$ cat src/ksc_pkg.sv
// package for the k-mer spectrum classifier: types, codes and constants
// no dependencies
package ksc_pkg;
    localparam int MAX_KMER    = 6;
    localparam int MAX_CLASSES = 8;
    localparam int WEIGHT_BITS = 24;

    localparam logic [1:0] CMD_WRITE = 2'd0;
    localparam logic [1:0] CMD_BYTE  = 2'd1;
    localparam logic [1:0] CMD_EOS   = 2'd2;

    localparam logic [0:0] REG_CLASS_COUNT = 1'b0;
    localparam logic [0:0] REG_KMER_LENGTH = 1'b1;

    localparam logic [7:0] CH_GT = 8'h3E;
    localparam logic [7:0] CH_PLUS = 8'h2B;
    localparam logic [7:0] CH_AT = 8'h40;
    localparam logic [7:0] CH_NL = 8'h0A;

    localparam int SCORE_BITS = 32;

    typedef enum logic [1:0] {PH_HEADER, PH_FIRST, PH_BODY} phase_t;

    typedef enum logic [2:0] {
        ST_IDLE, ST_LOAD, ST_ACC, ST_INTER, ST_CMP, ST_OUT
    } state_t;

    // controller to datapath
    typedef struct packed {
        logic take;       // latch input word
        logic do_write;   // write table
        logic shift;      // shift base into window
        logic clr_rec;    // clear window and count
        logic start_scan; // reset class counter and set table base
        logic use_inter;  // address intercepts
        logic acc;        // accumulate current class: issue read, then consume
        logic load;       // first k-mer: load instead of add
        logic cmp;        // compare step
    } cmd_t;

    // datapath to controller
    typedef struct packed {
        logic [1:0] cmd;
        logic is_base;
        logic is_gt;
        logic is_end;
        logic is_nl;
        logic kmer_done;  // bases_seen reaches k after shift
        logic last_class;
        logic rd_valid;   // registered read data is being consumed
    } stat_t;

    function automatic logic [2:0] base_code(input logic [7:0] ch, output logic ok);
        ok = 1'b1;
        case (ch)
            8'h41, 8'h61: base_code = 3'd0;
            8'h43, 8'h63: base_code = 3'd1;
            8'h47, 8'h67: base_code = 3'd2;
            8'h54, 8'h74: base_code = 3'd3;
            default:
            begin
                base_code = 3'd0;
                ok = 1'b0;
            end
        endcase
    endfunction
endpackage

$ cat src/ksc_ctrl.sv
// controller state machine for the classifier
// depends on ksc_pkg
module ksc_ctrl
(
    input  logic          clk,
    input  logic          rst_n,
    input  logic          in_valid,
    output logic          in_ready,
    input  logic          out_busy,
    output logic          out_load,
    output logic          out_zero,
    output ksc_pkg::cmd_t cmd,
    input  ksc_pkg::stat_t st
);
    import ksc_pkg::*;

    state_t state_reg, state_next;
    phase_t phase_reg, phase_next;
    logic   first_reg, first_next;

    always_ff @(posedge clk or negedge rst_n)
    begin
        if (!rst_n)
        begin
            state_reg <= ST_IDLE;
            phase_reg <= PH_HEADER;
            first_reg <= 1'b0;
        end
        else
        begin
            state_reg <= state_next;
            phase_reg <= phase_next;
            first_reg <= first_next;
        end
    end

    // ST_LOAD is the decode cycle of the latched word
    always_comb
    begin
        state_next = state_reg;
        phase_next = phase_reg;
        first_next = first_reg;
        case (state_reg)
            ST_IDLE:
                if (in_valid && in_ready) state_next = ST_LOAD;
            ST_LOAD:
            begin
                state_next = ST_IDLE;
                case (st.cmd)
                    CMD_EOS:
                        if (phase_reg == PH_FIRST) state_next = ST_OUT;
                        else if (phase_reg == PH_BODY) state_next = ST_INTER;
                        else phase_next = PH_HEADER;
                    CMD_BYTE:
                        case (phase_reg)
                            PH_HEADER:
                                if (st.is_nl) phase_next = PH_FIRST;
                            PH_FIRST:
                                if (st.is_gt) state_next = ST_OUT;
                                else if (st.is_base && st.kmer_done)
                                begin
                                    state_next = ST_ACC;
                                    first_next = 1'b1;
                                    phase_next = PH_BODY;
                                end
                            PH_BODY:
                                if (st.is_end) state_next = ST_INTER;
                                else if (st.is_base) begin state_next = ST_ACC; first_next = 1'b0; end
                            default: phase_next = PH_HEADER;
                        endcase
                    default: ;
                endcase
            end
            ST_ACC:
                if (st.rd_valid && st.last_class) state_next = ST_IDLE;
            ST_INTER:
                if (st.rd_valid && st.last_class) state_next = ST_CMP;
            ST_CMP:
                if (st.last_class) state_next = ST_OUT;
            ST_OUT:
                if (!out_busy) begin state_next = ST_IDLE; phase_next = PH_HEADER; end
            default: state_next = ST_IDLE;
        endcase
    end

    always_comb
    begin
        cmd = '0;
        in_ready = 1'b0;
        out_load = 1'b0;
        out_zero = 1'b0;
        case (state_reg)
            ST_IDLE:
            begin
                in_ready = 1'b1;
                cmd.take = in_valid;
            end
            ST_LOAD:
            begin
                cmd.do_write = (st.cmd == CMD_WRITE);
                cmd.start_scan = 1'b1;
                cmd.use_inter = (st.cmd == CMD_EOS) || st.is_end;
                if (st.cmd == CMD_BYTE && phase_reg == PH_HEADER && st.is_nl) cmd.clr_rec = 1'b1;
                if (st.cmd == CMD_BYTE && phase_reg != PH_HEADER && st.is_base && !st.is_gt
                    && !(phase_reg == PH_BODY && st.is_end))
                    cmd.shift = 1'b1;
            end
            ST_ACC:
            begin
                cmd.acc = 1'b1;
                cmd.load = first_reg;
            end
            ST_INTER:
            begin
                cmd.acc = 1'b1;
                cmd.use_inter = 1'b1;
            end
            ST_CMP:
                cmd.cmp = 1'b1;
            ST_OUT:
            begin
                out_load = !out_busy;
                out_zero = (phase_reg == PH_FIRST);
                cmd.clr_rec = !out_busy;
                cmd.start_scan = !out_busy;
            end
            default: ;
        endcase
    end
endmodule

$ cat config.mk
export PLATFORM = sky130hd
export DESIGN_NAME = ksc_ctrl
export DESIGN_NICKNAME = d
export VERILOG_FILES = /design/src/ksc_pkg.sv /design/src/ksc_ctrl.sv
export SDC_FILE = /design/constraint.sdc
export NUM_CORES = 1
export LEC_CHECK = 0
export ABC_AREA = 1
export BUFFER_PORTS_ARGS = -buffer_cell sky130_fd_sc_hd__buf_4
export CAP_MARGIN = 20
export CORE_UTILIZATION = 51
export CTS_CLUSTER_DIAMETER = 30
export DETAILED_ROUTE_END_ITERATION = 10
export PLACE_DENSITY = 0.85
export SETUP_SLACK_MARGIN = 0.15
export SLEW_MARGIN = 25
export SYNTH_ARGS = -nofsm -noshare
export SYNTH_HDL_FRONTEND = slang
export SYNTH_SLANG_ARGS = --single-unit
$ cat constraint.sdc
create_clock -name clk -period 3.1 [get_ports clk]
set_input_delay 0.31 -clock clk [delete_from_list [all_inputs] [get_ports clk]]
set_output_delay 0.31 -clock clk [all_outputs]
set_load 0.01 [all_outputs]
; ---- Word level (Yosys, flattened, before mapping)
; Cells that the tools add are included.
; W data, S select, Z words.
[word_totals]
inputBits = 13
ramBits = 0
ff_bits = 6
memories = 0
word_cells = 92
rom_bits = 0
latchBits = 0
[op_classes]
n_bitwise = 0
eq_ne = 25
add_sub_neg = 0
n_shift = 0
div_mod_pow = 0
n_mul = 0
mux = 40
reduce_logical = 24
magnitude_cmp = 0
[ops]
columns = op, count
row1 = $mux W2, 11
row2 = $mux W3, 7
row3 = $ne A2 B2 Y1 const B, 9
row4 = $pmux W3 S6, 1
row5 = $mux W1, 13
row6 = $ne A3 B3 Y1 const B, 4
row7 = $ne A4 B4 Y1 const B, 3
row8 = $pmux W2 S2, 3
row9 = $pmux W3 S2, 2
row10 = $logic_and A1 B1 Y1, 10
row11 = $reduce_and A9 Y1, 1
row12 = $reduce_and A7 Y1, 1
row13 = $eq A3 B2 Y1 const B, 2
row14 = $eq A3 B3 Y1 const B, 2
row15 = $pmux W2 S3, 1
row16 = $reduce_bool A2 Y1, 3
row17 = $reduce_and A5 Y1, 1
row18 = $eq A2 B1 Y1 const B, 2
row19 = $eq A2 B2 Y1 const B, 2
row20 = $logic_not A2 Y1, 2
row21 = $pmux W1 S2, 2
row22 = $eq A3 B1 Y1 const B, 1
row23 = $logic_not A1 Y1, 3
row24 = $logic_not A3 Y1, 1
row25 = 2 further kinds, 2

; ---- Logic depth before layout (Yosys ltp)
[depth]
depth_word = 7
mapped_depth = 10
mapped_depth_nobuf = 10

; ---- Worst setup path before layout
; Ideal clock, no wire load.
[synth_path]
path_type = register -> output
start = register phase_reg[0]
end = output port cmd[6] in the netlist's numbering
arrival_time_ps = 1123
setup_slack_ps = 1667
stages_incl_launch_ff = 7
cell_sequence = dfrtp_1 -> inv_1 -> ha_1 -> nand2_1 -> nand2_1 -> nor2_1 -> and3_1
[synth_rtl]
columns = item, line_no
row1 = start: declaration, ksc_ctrl.sv:18  ; phase_t phase_reg, phase_next;
row2 = start signal: assignment, ksc_ctrl.sv:32  ; phase_reg <= phase_next;
row3 = end: declaration, ksc_ctrl.sv:12  ; output ksc_pkg::cmd_t cmd,

==> results.toml <==
[logic_synthesis]
synth_top_cell_area_share_pct = 20.8
yosys-top-cells-count = "nand2_1 (39), inv_1 (22), nor2_1 (13)"
yosysWarnings = 0
yosysMostFrequentCell = "nand2_1"
syn_area_um2 = 723
async_flop_share_pct = 100
synth_nets = 142
netlist_top_cells_area = "dfrtp_1 (21%), nand2_1 (20%), ha_1 (12%)"
synth_top_flop_cell = "dfrtp_1"
yosysSeqAreaShare_pct = 20.8
syn_inst = 122
synth_top_area_cell = "dfrtp_1"
ys_ff_latch = 6
synthDistinctLibCells = 20
synth_edf_count = 0
syn_avg_cell_area_um2 = 5.93

[power]
power_frac_comb_pct = 63.7
power.density_nw_per_um2 = 609
internal-power_w = 0.000298
p_clk_share_pct = 11.6
netSwitchingFraction_pct = 48.1
p_leak_nw = 0.574
ir_drop_mv = 0.395
p_sw_w = 0.000276
pwr-share-seq_pct = 24.7

[final_layout]
largest_reg_flops = 3
areaGrowthSynthToFinish_pct = 30.4
regArea_um2 = 150
layout-drive-gt1-share_pct = 24.2
fill_cells = 128
nNetsFinal = 171
multi_input_area_um2 = 468
final_cell_area_um2 = 943
antenna_cells = 0
final_cells = 164

[timing]
clock_skew_ps = 2.21
fmax_ghz = 0.538
rsz0062_at_grt = "no"
tns_ps = 0
setup_violations = 0
slew_headroom_pct = 74.6
finalHoldViolations = 0
drv_slew = 0
min_period_ps = 1860
layout_worst_path_cycle_share_pct = 60.0
tightest_slew_ps = 381

[placed_design]
io_buffers = 24
place_area_um2 = 911
dp_hpwl_um = 1470
gp_congestion = 0.807
placedCellCount = 160

[global_routing]
grt_pass1_vias = 667
grt_first_pass_wirelength_um = 2640
overflow = 0
track_usage_pct = 25.4
antenna_found_initial = 0
grt_max_degree = 9

[worst_setup_path]
required_ps = 2790
arrival_ps = 1550
endpoint_kind = "output port"
worstSetupPathType = "register to output port"
critical_path_peak_fanout = 7
start_kind = "register"

[clock_tree]
worstSkewPairLatency_ps = 230
cts_buffers = 3
cts.reportedPaths.clkPinSlew_ps = 40
cts_root_buf = "clkbuf_4"
clock-sinks = 6
cts_setup_buffers = 0
cts-htree-levels = 1
tritoncts = "built"
cts_buffer_depth = 2

[routing]
drc_errors = 0
wl_um = 1720
num_vias = 815
avgRoutedWirePerCell_um = 10.5
ant_nets = 0
drt_pass1_iterations = 4
drt-vias-per-instance = 4.97
drt_iter0_markers = 13

[floorplan]
initial_utilization_pct = 54.9
die_y_um = 39.7
dieArea_um2 = 1570
io_pins = 25
core_area_um2 = 1320
die_x_um = 39.7
core.rowCount = 13

[job]
maxCapViolations = 0

[worst_hold_path]
worstHoldPathType = "input pin to async pin"

[outcome]
status = "complete, no violations"
-- worst max-delay path, cell delays in order, from the launching register on --
cell and delay, ps:
dfrtp_1 380, inv_1 90, ha_1 280, nand2_1 110, nand2_1 50, nor2_1 140, and3_1 160, buf_4 110
-- power groups by stage --
stage	clock network (W)	logic (W)	registers, W
6_report	0.0000667	0.000366	0.000142
2_1_floorplan	0	0.000260	0.000126
4_1_cts	0.0000706	0.000367	0.000141
3_5_place_dp	0	0.000365	0.000142
5_1_grt	0.0000733	0.000414	0.000145
3_3_place_gp	0	0.000356	0.000140
-- cell type report --
| type | instances | share of cell area [%] |
|---|---|---|
| Clock buffer | 3 | 2.39 |
| Inverter | 25 | 9.95 |
| Multi-Input combinational cell | 90 | 49.6 |
| Sequential cell | 6 | 15.9 |
| Tap cell | 15 | 1.99 |
| Timing Repair Buffer | 25 | 20.2 |
-- path summary, 6_finish.rpt --
| path | slack, ps | depth (start not counted) | from | endpoint |
|---|---|---|---|---|
| setup reg to reg | 1650 | 8 | phase_reg[0] | first_reg |
| min in group clk | 430 | 6 | st[0] | state_reg[1] |
| hold / removal | 410 | 2 | rst_n | state_reg[2] |
| hold reg to reg | 510 | 2 | phase_reg[1] | phase_reg[1] |
| setup / recovery | 1240 | 7 | phase_reg[0] | cmd[6] |
| max in group asynchronous | 2580 | 2 | rst_n | phase_reg[0] |
-- logic make-up after synthesis --
family	Yosys count	synth area share, %
adders and majority gates	7	12.1
DFF	6	20.8
and+or+nand+nor	73	43.6
buffers and inverters	26	14.5
AOI/OAI and AO/OA	10	9.00
-- per-layer routing --
layer  GRT usage (%)  routed length [µm]
met2            42.6                 843
met4            10.3                   0
met5               0                   0
met1            32.1                 833
met3            3.41                  43
-- per-stage QoR --
stage	utilization, %	hold slack (ps)	total power [W]	worst slack, ps
after floorplan	-	14.4	0.000386	1670
after global placement	69.1	118	0.000496	1560
after detailed placement	69.1	120	0.000506	1480
after CTS	71.6	400	0.000578	1220
after global routing	71.6	425	0.000632	1110
final	71.6	410	0.000574	1240
-- placed cells by master (no fill, tap or decap) --
master / netlist / layout
inv_2: 3 / 3
nor3_1: 2 / 2
a21oi_1: 2 / 2
nand2_2: 2 / 2
a31o_2: 1 / 1
o21ai_0: 5 / 5
nor3b_1: 1 / 1
o21ai_1: 1 / 1
nand3b_1: 1 / 1
dfrtp_1: 6 / 6
nand2_1: 39 / 39
nand4_1: 3 / 3
nand3_1: 9 / 9
inv_1: 22 / 22
clkbuf_4: 0 / 3
and3_1: 1 / 1
dlygate4sd3_1: 0 / 1
nor2_2: 2 / 2
a21oi_4: 1 / 1
ha_1: 7 / 7
buf_4: 0 / 24
nor2_1: 13 / 13
-- what timing repair did --
| item | CTS | global route |
|---|---|---|
| hold endpoints to repair | 6 | 0 |
| hold buffers | 1 | 0 |
| gates resized for setup | 0 | 0 |
(Power assumes the default switching activity.)
